[config.mk]
export PLATFORM = sky130hd
export DESIGN_NAME = duty_cycle_accumulator
export DESIGN_NICKNAME = d
export VERILOG_FILES = /design/src/hw/rtl/dcacc_pkg.sv /design/src/hw/rtl/dcacc_dp.sv /design/src/hw/rtl/dcacc_ctrl.sv /design/src/hw/rtl/duty_cycle_accumulator.sv
export SDC_FILE = /design/constraint.sdc
export NUM_CORES = 2
export LEC_CHECK = 0
export ABC_CLOCK_PERIOD_IN_PS = 7700
export BUFFER_PORTS_ARGS = -buffer_cell sky130_fd_sc_hd__buf_2
export CAP_MARGIN = 15
export CORE_MARGIN = 5
export CORE_UTILIZATION = 33
export CTS_BUF_LIST = sky130_fd_sc_hd__clkbuf_16
export DETAILED_ROUTE_END_ITERATION = 8
export MAX_ROUTING_LAYER = met4
export SLEW_MARGIN = 0
export SYNTH_ARGS = -nofsm -noshare
export SYNTH_HDL_FRONTEND = slang
export SYNTH_SLANG_ARGS = --single-unit
[constraint.sdc]
create_clock -name clk -period 7.7 [get_ports clk]
set_input_delay 0.77 -clock clk [delete_from_list [all_inputs] [get_ports clk]]
set_output_delay 0.77 -clock clk [all_outputs]
set_load 0.03 [all_outputs]
[src/hw/rtl/dcacc_pkg.sv]
// Shared types and constants for the duty-cycle accumulator.
`timescale 1ns / 1ps
`default_nettype none

package dcacc_pkg;

  // Default widths of the time base, channel start times and cpu nesting count.
  localparam int TIME_WIDTH_DEF  = 64;
  localparam int START_WIDTH_DEF = 32;
  localparam int NEST_WIDTH_DEF  = 16;

  // Fixed field widths.
  localparam int TS_WIDTH    = 64;
  localparam int SUM_WIDTH   = 64;
  localparam int DUTY_WIDTH  = 16;
  localparam int DEPTH_WIDTH = 16;
  localparam int CH_WIDTH    = 2;
  localparam int NUM_CH      = 4;

  // Scale to hundredths of a percent.
  localparam int               SCALE_WIDTH = 14;
  localparam logic [13:0]      DC_SCALE    = 14'd10000;
  localparam int               NUM_WIDTH   = SUM_WIDTH + SCALE_WIDTH;

  // Quotient bits produced by the divider and its step counter width.
  localparam int Q_WIDTH    = DUTY_WIDTH;
  localparam int QCNT_WIDTH = $clog2(Q_WIDTH);

  typedef enum logic [1:0] {
    MODE_ON    = 2'd0,
    MODE_OFF   = 2'd1,
    MODE_QUERY = 2'd2,
    MODE_CLEAR = 2'd3
  } mode_t;

  localparam logic [CH_WIDTH-1:0] CH_CPU      = 2'd0;
  localparam logic [CH_WIDTH-1:0] CH_RADIO    = 2'd1;
  localparam logic [CH_WIDTH-1:0] CH_RADIO_TX = 2'd2;
  localparam logic [CH_WIDTH-1:0] CH_RADIO_RX = 2'd3;

  // Controller to datapath commands.
  typedef struct packed {
    logic load;      // capture the input word
    logic exec;      // apply the event to the channel state
    logic mul;       // form sum * scale
    logic cmp;       // check saturation, seed the divider
    logic div_step;  // one restoring division step
    logic emit;      // write the result word
  } dcacc_cmd_t;

  // Datapath to controller status.
  typedef struct packed {
    logic query_go;  // query with nonzero time since reset
    logic sat;       // quotient does not fit in the result width
    logic out_free;  // output register can take a word this cycle
  } dcacc_status_t;

endpackage

`default_nettype wire

[src/hw/rtl/dcacc_dp.sv]
// Datapath: channel state, scale multiplier, serial divider and output register.
`timescale 1ns / 1ps
`default_nettype none

module dcacc_dp #(
  parameter int TIME_WIDTH  = dcacc_pkg::TIME_WIDTH_DEF,
  parameter int START_WIDTH = dcacc_pkg::START_WIDTH_DEF,
  parameter int NEST_WIDTH  = dcacc_pkg::NEST_WIDTH_DEF
) (
  input  wire logic                                 clk,
  input  wire logic                                 rst,
  input  wire dcacc_pkg::dcacc_cmd_t                cmd,
  output      dcacc_pkg::dcacc_status_t             status,
  input  wire logic [1:0]                           mode,
  input  wire logic [dcacc_pkg::CH_WIDTH-1:0]       channel,
  input  wire logic [dcacc_pkg::TS_WIDTH-1:0]       timestamp,
  output      logic                                 out_valid,
  input  wire logic                                 out_stall,
  output      logic [dcacc_pkg::DUTY_WIDTH-1:0]     duty_cycle,
  output      logic [dcacc_pkg::DEPTH_WIDTH-1:0]    cpu_depth
);

  localparam int TW   = TIME_WIDTH;
  localparam int SW   = START_WIDTH;
  localparam int QW   = dcacc_pkg::Q_WIDTH;
  localparam int NUMW = dcacc_pkg::NUM_WIDTH;
  localparam int CMPW = (NUMW > TW + QW) ? NUMW : TW + QW;

  // Latched event.
  dcacc_pkg::mode_t                mode_q;
  logic [dcacc_pkg::CH_WIDTH-1:0]  chan_q;
  logic [TW-1:0]                   ts_q;

  // Channel state.
  logic [SW-1:0]                   start_times [dcacc_pkg::NUM_CH];
  logic [dcacc_pkg::SUM_WIDTH-1:0] active_sums [dcacc_pkg::NUM_CH];
  logic [NEST_WIDTH-1:0]           nest_count;
  logic [TW-1:0]                   reset_time;

  // Query work registers.
  logic [TW-1:0]                   den;
  logic [NUMW-1:0]                 prod;
  logic [TW-1:0]                   rem;
  logic [QW-1:0]                   pbits;
  logic [QW-1:0]                   quo;
  logic                            go_q;
  logic                            sat_q;

  logic [dcacc_pkg::TS_WIDTH-1:0]  ts_ext;
  logic [SW-1:0]                   tstart;
  logic [SW-1:0]                   elapsed;
  logic [dcacc_pkg::SUM_WIDTH-1:0] elapsed_ext;
  logic [TW-1:0]                   den_now;
  logic [CMPW-1:0]                 prod_ext;
  logic [CMPW-1:0]                 den_shift;
  logic [TW:0]                     rem_x;
  logic [TW:0]                     rem_diff;
  logic                            take;

  assign ts_ext      = dcacc_pkg::TS_WIDTH'(ts_q);
  assign tstart      = ts_ext[SW-1:0];
  assign elapsed     = tstart - start_times[chan_q];
  assign elapsed_ext = dcacc_pkg::SUM_WIDTH'(elapsed);
  assign den_now     = ts_q - reset_time;

  assign prod_ext  = CMPW'(prod);
  assign den_shift = CMPW'(den) << QW;
  assign rem_x     = {rem, pbits[QW-1]};
  assign rem_diff  = rem_x - {1'b0, den};
  assign take      = rem_x >= {1'b0, den};

  assign status.query_go = (mode_q == dcacc_pkg::MODE_QUERY) && (den_now != '0);
  assign status.sat      = prod_ext >= den_shift;
  assign status.out_free = !out_valid || !out_stall;

  // Input capture.
  always_ff @(posedge clk) begin
    if (cmd.load) begin
      mode_q <= dcacc_pkg::mode_t'(mode);
      chan_q <= channel;
      ts_q   <= timestamp[TW-1:0];
    end
  end

  // Channel state update.
  always_ff @(posedge clk) begin
    if (rst) begin
      for (int i = 0; i < dcacc_pkg::NUM_CH; i++) begin
        start_times[i] <= '0;
        active_sums[i] <= '0;
      end
      nest_count <= '0;
      reset_time <= '0;
    end else if (cmd.exec) begin
      unique case (mode_q)
        dcacc_pkg::MODE_ON: begin
          if (chan_q == dcacc_pkg::CH_CPU) begin
            if (nest_count == '0) begin
              start_times[chan_q] <= tstart;
            end
            nest_count <= nest_count + 1'b1;
          end else begin
            start_times[chan_q] <= tstart;
          end
        end
        dcacc_pkg::MODE_OFF: begin
          if (chan_q == dcacc_pkg::CH_CPU) begin
            if (nest_count == NEST_WIDTH'(1)) begin
              active_sums[chan_q] <= active_sums[chan_q] + elapsed_ext;
            end
            if (nest_count != '0) begin
              nest_count <= nest_count - 1'b1;
            end
          end else if (start_times[chan_q] != '0) begin
            active_sums[chan_q] <= active_sums[chan_q] + elapsed_ext;
            start_times[chan_q] <= '0;
          end
        end
        dcacc_pkg::MODE_QUERY: begin
        end
        dcacc_pkg::MODE_CLEAR: begin
          for (int i = 0; i < dcacc_pkg::NUM_CH; i++) begin
            active_sums[i] <= '0;
          end
          nest_count <= '0;
          reset_time <= ts_q;
        end
        default: begin
        end
      endcase
    end
  end

  // Scale, saturation check and restoring division.
  always_ff @(posedge clk) begin
    if (cmd.exec) begin
      den  <= den_now;
      go_q <= status.query_go;
    end
    if (cmd.mul) begin
      prod <= NUMW'(active_sums[chan_q]) * NUMW'(dcacc_pkg::DC_SCALE);
    end
    if (cmd.cmp) begin
      sat_q <= status.sat;
      rem   <= prod_ext[QW +: TW];
      pbits <= prod[QW-1:0];
      quo   <= '0;
    end
    if (cmd.div_step) begin
      if (take) begin
        rem <= rem_diff[TW-1:0];
      end else begin
        rem <= rem_x[TW-1:0];
      end
      pbits <= pbits << 1;
      quo   <= {quo[QW-2:0], take};
    end
  end

  // Output register.
  always_ff @(posedge clk) begin
    if (rst) begin
      out_valid <= 1'b0;
    end else if (cmd.emit) begin
      out_valid <= 1'b1;
    end else if (!out_stall) begin
      out_valid <= 1'b0;
    end
  end

  always_ff @(posedge clk) begin
    if (cmd.emit) begin
      if (!go_q) begin
        duty_cycle <= '0;
      end else if (sat_q) begin
        duty_cycle <= '1;
      end else begin
        duty_cycle <= quo;
      end
      cpu_depth <= dcacc_pkg::DEPTH_WIDTH'(nest_count);
    end
  end

endmodule

`default_nettype wire

[src/hw/rtl/dcacc_ctrl.sv]
// Controller: sequences capture, update, scale, division and result write.
`timescale 1ns / 1ps
`default_nettype none

module dcacc_ctrl (
  input  wire logic                     clk,
  input  wire logic                     rst,
  input  wire logic                     in_valid,
  output      logic                     in_stall,
  input  wire dcacc_pkg::dcacc_status_t status,
  output      dcacc_pkg::dcacc_cmd_t    cmd
);

  typedef enum logic [2:0] {
    S_IDLE,
    S_EXEC,
    S_MUL,
    S_CMP,
    S_DIV,
    S_FIN
  } state_t;

  state_t                           state;
  logic [dcacc_pkg::QCNT_WIDTH-1:0] cnt;
  logic                             last_step;

  assign last_step = cnt == dcacc_pkg::QCNT_WIDTH'(dcacc_pkg::Q_WIDTH - 1);

  assign in_stall     = state != S_IDLE;
  assign cmd.load     = (state == S_IDLE) && in_valid;
  assign cmd.exec     = state == S_EXEC;
  assign cmd.mul      = state == S_MUL;
  assign cmd.cmp      = state == S_CMP;
  assign cmd.div_step = state == S_DIV;
  assign cmd.emit     = (state == S_FIN) && status.out_free;

  always_ff @(posedge clk) begin
    if (rst) begin
      state <= S_IDLE;
      cnt   <= '0;
    end else begin
      unique case (state)
        S_IDLE: begin
          if (in_valid) begin
            state <= S_EXEC;
          end
        end
        S_EXEC: begin
          state <= status.query_go ? S_MUL : S_FIN;
        end
        S_MUL: begin
          state <= S_CMP;
        end
        S_CMP: begin
          cnt   <= '0;
          state <= status.sat ? S_FIN : S_DIV;
        end
        S_DIV: begin
          cnt <= cnt + 1'b1;
          if (last_step) begin
            state <= S_FIN;
          end
        end
        S_FIN: begin
          if (status.out_free) begin
            state <= S_IDLE;
          end
        end
        default: begin
          state <= S_IDLE;
        end
      endcase
    end
  end

endmodule

`default_nettype wire

[src/hw/rtl/duty_cycle_accumulator.sv]
// Top level of the duty-cycle accumulator: controller plus datapath.
//
//   channel  direction  handshake            payload
//   input    in         in_valid / in_stall  mode, channel, timestamp
//   output   out        out_valid/out_stall  duty_cycle, cpu_depth
//
// An on, off or reset word passes through capture, update and the result
// write before the next input word is accepted. A query with time since reset
// runs the capture, one update, the 64 x 14 scale multiply, one saturation
// compare, then 16 restoring division steps, one quotient bit each, and
// then the result write. A saturating or zero-time query skips the divider.
// Reset (rst, synchronous) clears sums, start times, nesting count and the
// reset time, and empties the output register.
// The output register lets the next word be accepted while a result is
// held under out_stall; a second result waits in the controller until the
// register frees up.
`timescale 1ns / 1ps
`default_nettype none

module duty_cycle_accumulator #(
  parameter int TIME_WIDTH  = dcacc_pkg::TIME_WIDTH_DEF,
  parameter int START_WIDTH = dcacc_pkg::START_WIDTH_DEF,
  parameter int NEST_WIDTH  = dcacc_pkg::NEST_WIDTH_DEF
) (
  input  wire logic                              clk,
  input  wire logic                              rst,
  input  wire logic                              in_valid,
  output      logic                              in_stall,
  input  wire logic [1:0]                        mode,
  input  wire logic [dcacc_pkg::CH_WIDTH-1:0]    channel,
  input  wire logic [dcacc_pkg::TS_WIDTH-1:0]    timestamp,
  output      logic                              out_valid,
  input  wire logic                              out_stall,
  output      logic [dcacc_pkg::DUTY_WIDTH-1:0]  duty_cycle,
  output      logic [dcacc_pkg::DEPTH_WIDTH-1:0] cpu_depth
);

  dcacc_pkg::dcacc_cmd_t    cmd;
  dcacc_pkg::dcacc_status_t status;

  // Sequence each word: capture, update, and for queries scale and divide.
  dcacc_ctrl u_ctrl (
    .clk      (clk),
    .rst      (rst),
    .in_valid (in_valid),
    .in_stall (in_stall),
    .status   (status),
    .cmd      (cmd)
  );

  // Hold channel state, run the query arithmetic, drive the result word.
  dcacc_dp #(
    .TIME_WIDTH  (TIME_WIDTH),
    .START_WIDTH (START_WIDTH),
    .NEST_WIDTH  (NEST_WIDTH)
  ) u_dp (
    .clk        (clk),
    .rst        (rst),
    .cmd        (cmd),
    .status     (status),
    .mode       (mode),
    .channel    (channel),
    .timestamp  (timestamp),
    .out_valid  (out_valid),
    .out_stall  (out_stall),
    .duty_cycle (duty_cycle),
    .cpu_depth  (cpu_depth)
  );

endmodule

`default_nettype wire
==> run metrics <==
cell-internal power 15.87 mW; RSZ-0062 raised after global routing false; M3 GR Usage 2.009%; Synth warnings 0; FF-to-FF setup slack 0.44 ns; Slew HR 24.47%; Mapped Nets 6259; Post-synth EDFFs 716; Max stage delay cell, worst path mux4_2; met1 Track Usage GR 21.99%; Mapped Area 0.05651 mm2; residual DRC count 0; arrival time at the worst endpoint 7.69 ns; antenna violations before repair 4; area occupied by multi-input gates 0.03028 mm2; clock sinks 806; TritonCTS Buffers 89; Pwr Density 471.1 mW/mm2; Yosys reg bits 806; post-synthesis cell type count 119; Post-Syn Instances 5512; largest net degree at the start of global routing 84; Seq. cell area 0.02331 mm2; M2 GR Usage 27.84%; layout filler cell count 16.66k; Design Power 29.44 mW; delay-heaviest family, CP adder cells; Layout Cells excl Fill 7841; placed cells 7676; DP Wirelength 111200 um; IR drop worst, VDD 477.5 uV; Max Freq 0.1378 GHz; Gate power share 64.2%; P&R area growth vs syn 10.59%; Reg power frac 21.3%; Avg Cell Area, Syn 10.25 um2; Worst-path clk slew 0.07 ns; kind of critical path reg -> reg; Final Hold Viols 0; Worst Max-Slew Pin Slew 1.133 ns; GR peak layer met2; Final Setup Violations 0; total core area 0.1698 mm2; die footprint 0.1796 mm2; Starting Density 33.27%; class of the worst hold path in -> reg; Die Span Y 423.8 um; status finished clean; CTS tree yes; All-Layer GR Usage 16.75%; row cnt 151; Clk network pwr share 14.5%; clk_skew 0.05717 ns; switching pwr 13.57 mW; number of H-tree levels 3; number of global-route vias before repair 41.53k; antenna cells 0; I/O Buffers 105; vias per cell 5.255; Die X 423.8 um; nets 6297; Worst Path Buf+Inv 4; CP endpoint kind flop; first-pass GRT wire length 235200 um; io pins 106; Max FO, Critical Path 20; grt ovf 0; sw frac 46.09%; Req. time, crit path 8.14 ns; drt initial violations 2884; layout cell share with drive strength beyond 1 9.123%; Routed Antenna Nets 0; routability cong. 0.9220; Leak 25.92 nW; hold slack 0.2103 ns; final WL 149200 um; root buf cell clkbuf_16; Wirelength per Cell 19.03 um; Clk Latency, worst-skew pair 0.74 ns; period utilisation layout 94.23%; maxcap violations 0; CP cell instances buf_12, buf_12, mux4_2, fa_1, ha_1, fa_1, ha_1, inv_1, fa_1, inv_1, ha_1, and3_1, nand2_1, nor2_1, a211oi_1, o31ai_1, a31oi_1, o21ai_1, a21oi_2, o21ai_1, a221o_1, a21o_1, a21oi_1, xnor2_1; post-synthesis sequential area ratio 41.23%; post-route setup TNS 0 ns; Max stage delay on crit path 0.64 ns; Tmin final 7.256 ns; CP startpoint kind flop; clk buf depth 3; vias post-DR 41.21k; Slew Viols, Final 0; Post-synth ARST share 0%; DRT Pass-1 Iters 6; Post-synth top flop edfxtp_1
[metal layers]
metal  vias to the layer above  share of wire [%]  wire (um)
met2                       946                 48      71550
met3                       193                4.5       6779
li1                      19770                  -          -
met4                         0                2.5       3706
met1                     20300                 45      67180
met5                         -                  0          0
[Yosys cell counts (14+ instances only)]
library cell	number	area [um2]
edfxtp_1	716	21500
nand3_1	78	390.4
inv_1	580	2177
or3_1	31	193.9
xnor2_1	161	1410
o21ai_1	22	110.1
a221oi_1	15	131.4
clkbuf_1	164	615.6
a211oi_1	31	232.7
nand4_1	75	469.2
a31oi_1	68	425.4
o211ai_1	23	172.7
a21oi_1	399	1997
nand2b_1	37	231.5
nor3_1	65	325.3
dfxtp_1	90	1802
xor2_1	116	1016
and3_1	102	638.1
a311oi_1	15	131.4
a21o_1	183	1374
nor2b_1	43	269.0
ha_1	518	6481
buf_2	26	130.1
nor2_1	558	2095
mux4_2	116	2613
fa_1	157	3143
o21a_1	56	420.4
nor4_1	28	175.2
buf_1	14	52.55
and2_1	22	137.6
o21bai_1	50	375.4
o21ai_0	191	955.9
nand2_1	517	1941
[area by class of cell]
| cell class | count | area share, % |
|---|---|---|
| clock inverter | 74 | 1.013 |
| clock buffer | 90 | 3.603 |
| tap | 2218 | 4.440 |
| multi-input combinational | 3912 | 48.45 |
| inverter | 583 | 3.503 |
| timing repair buffer | 158 | 1.694 |
| sequential | 806 | 37.30 |
[cell usage in the layout, fill, tap and decap left out, types with 116 or more instances in the layout]
master	n
edfxtp_1	716
ha_1	518
xnor2_1	160
inv_1	596
a21o_1	180
o21ai_0	191
nand2_1	511
nor2_1	554
mux4_2	116
a21oi_1	397
fa_1	157
[power by group through the flow]
stage                     Sequential [mW]  Clock, mW  Combinational [mW]
after floorplan                      6.22          0                14.3
after global placement               6.36          0                18.8
after detailed placement             6.37          0                18.8
after CTS                            6.28       4.36                19.0
after global routing                 6.30       4.53                21.4
final                                6.27       4.26                18.9
[repair_timing]
item	CTS	global route
endpoints found under the setup margin	0	20
setup buffers	0	1
hold buffers	0	0
gates resized for setup	0	5
[cells by family after synthesis]
| group | after synthesis | synth area share (%) |
|---|---|---|
| adders and majority gates | 678 | 17.09 |
| buffers and inverters | 794 | 5.378 |
| AOI/OAI and AO/OA | 1206 | 13.91 |
| DFF | 806 | 41.23 |
| muxes | 126 | 4.813 |
| and+or+nand+nor | 1622 | 13.20 |
| xor gates and xnor gates | 280 | 4.379 |
[state kept, by name, indices dropped and copies added, names as in the netlist, 64 cells and up, named ones only]
name / flops
u_dp.start_times: 128
u_dp.den: 64
u_dp.prod: 74
u_dp.ts_ext: 64
u_dp.rem: 64
u_dp.active_sums: 256
u_dp.reset_time: 64
[per-stage QoR]
step,worst slack [ns],cell area (um2),util [%]
finish,0.4444,62500,36.80
global route,0.004312,62500,36.80
CTS,0.3852,62450,36.77
detailed placement,0.4471,59560,35.07
global placement,0.4977,59560,35.07
floorplan,0.01118,56530,-
[worst paths after layout]
check	start	end	cells past startpoint
worst max register to register	flop	u_dp.prod[70]$_DFFE_PP_	24
worst min register to register	u_dp.reset_time[35]$_SDFFE_PP0P_	u_dp.reset_time[35]$_SDFFE_PP0P_	2
worst max-delay path	flop	u_dp.prod[70]$_DFFE_PP_	24
worst min-delay path	timestamp[10]	u_dp.ts_ext[10]$_DFFE_PP_	1
No activity file was read; power rests on OpenSTA's default activity.
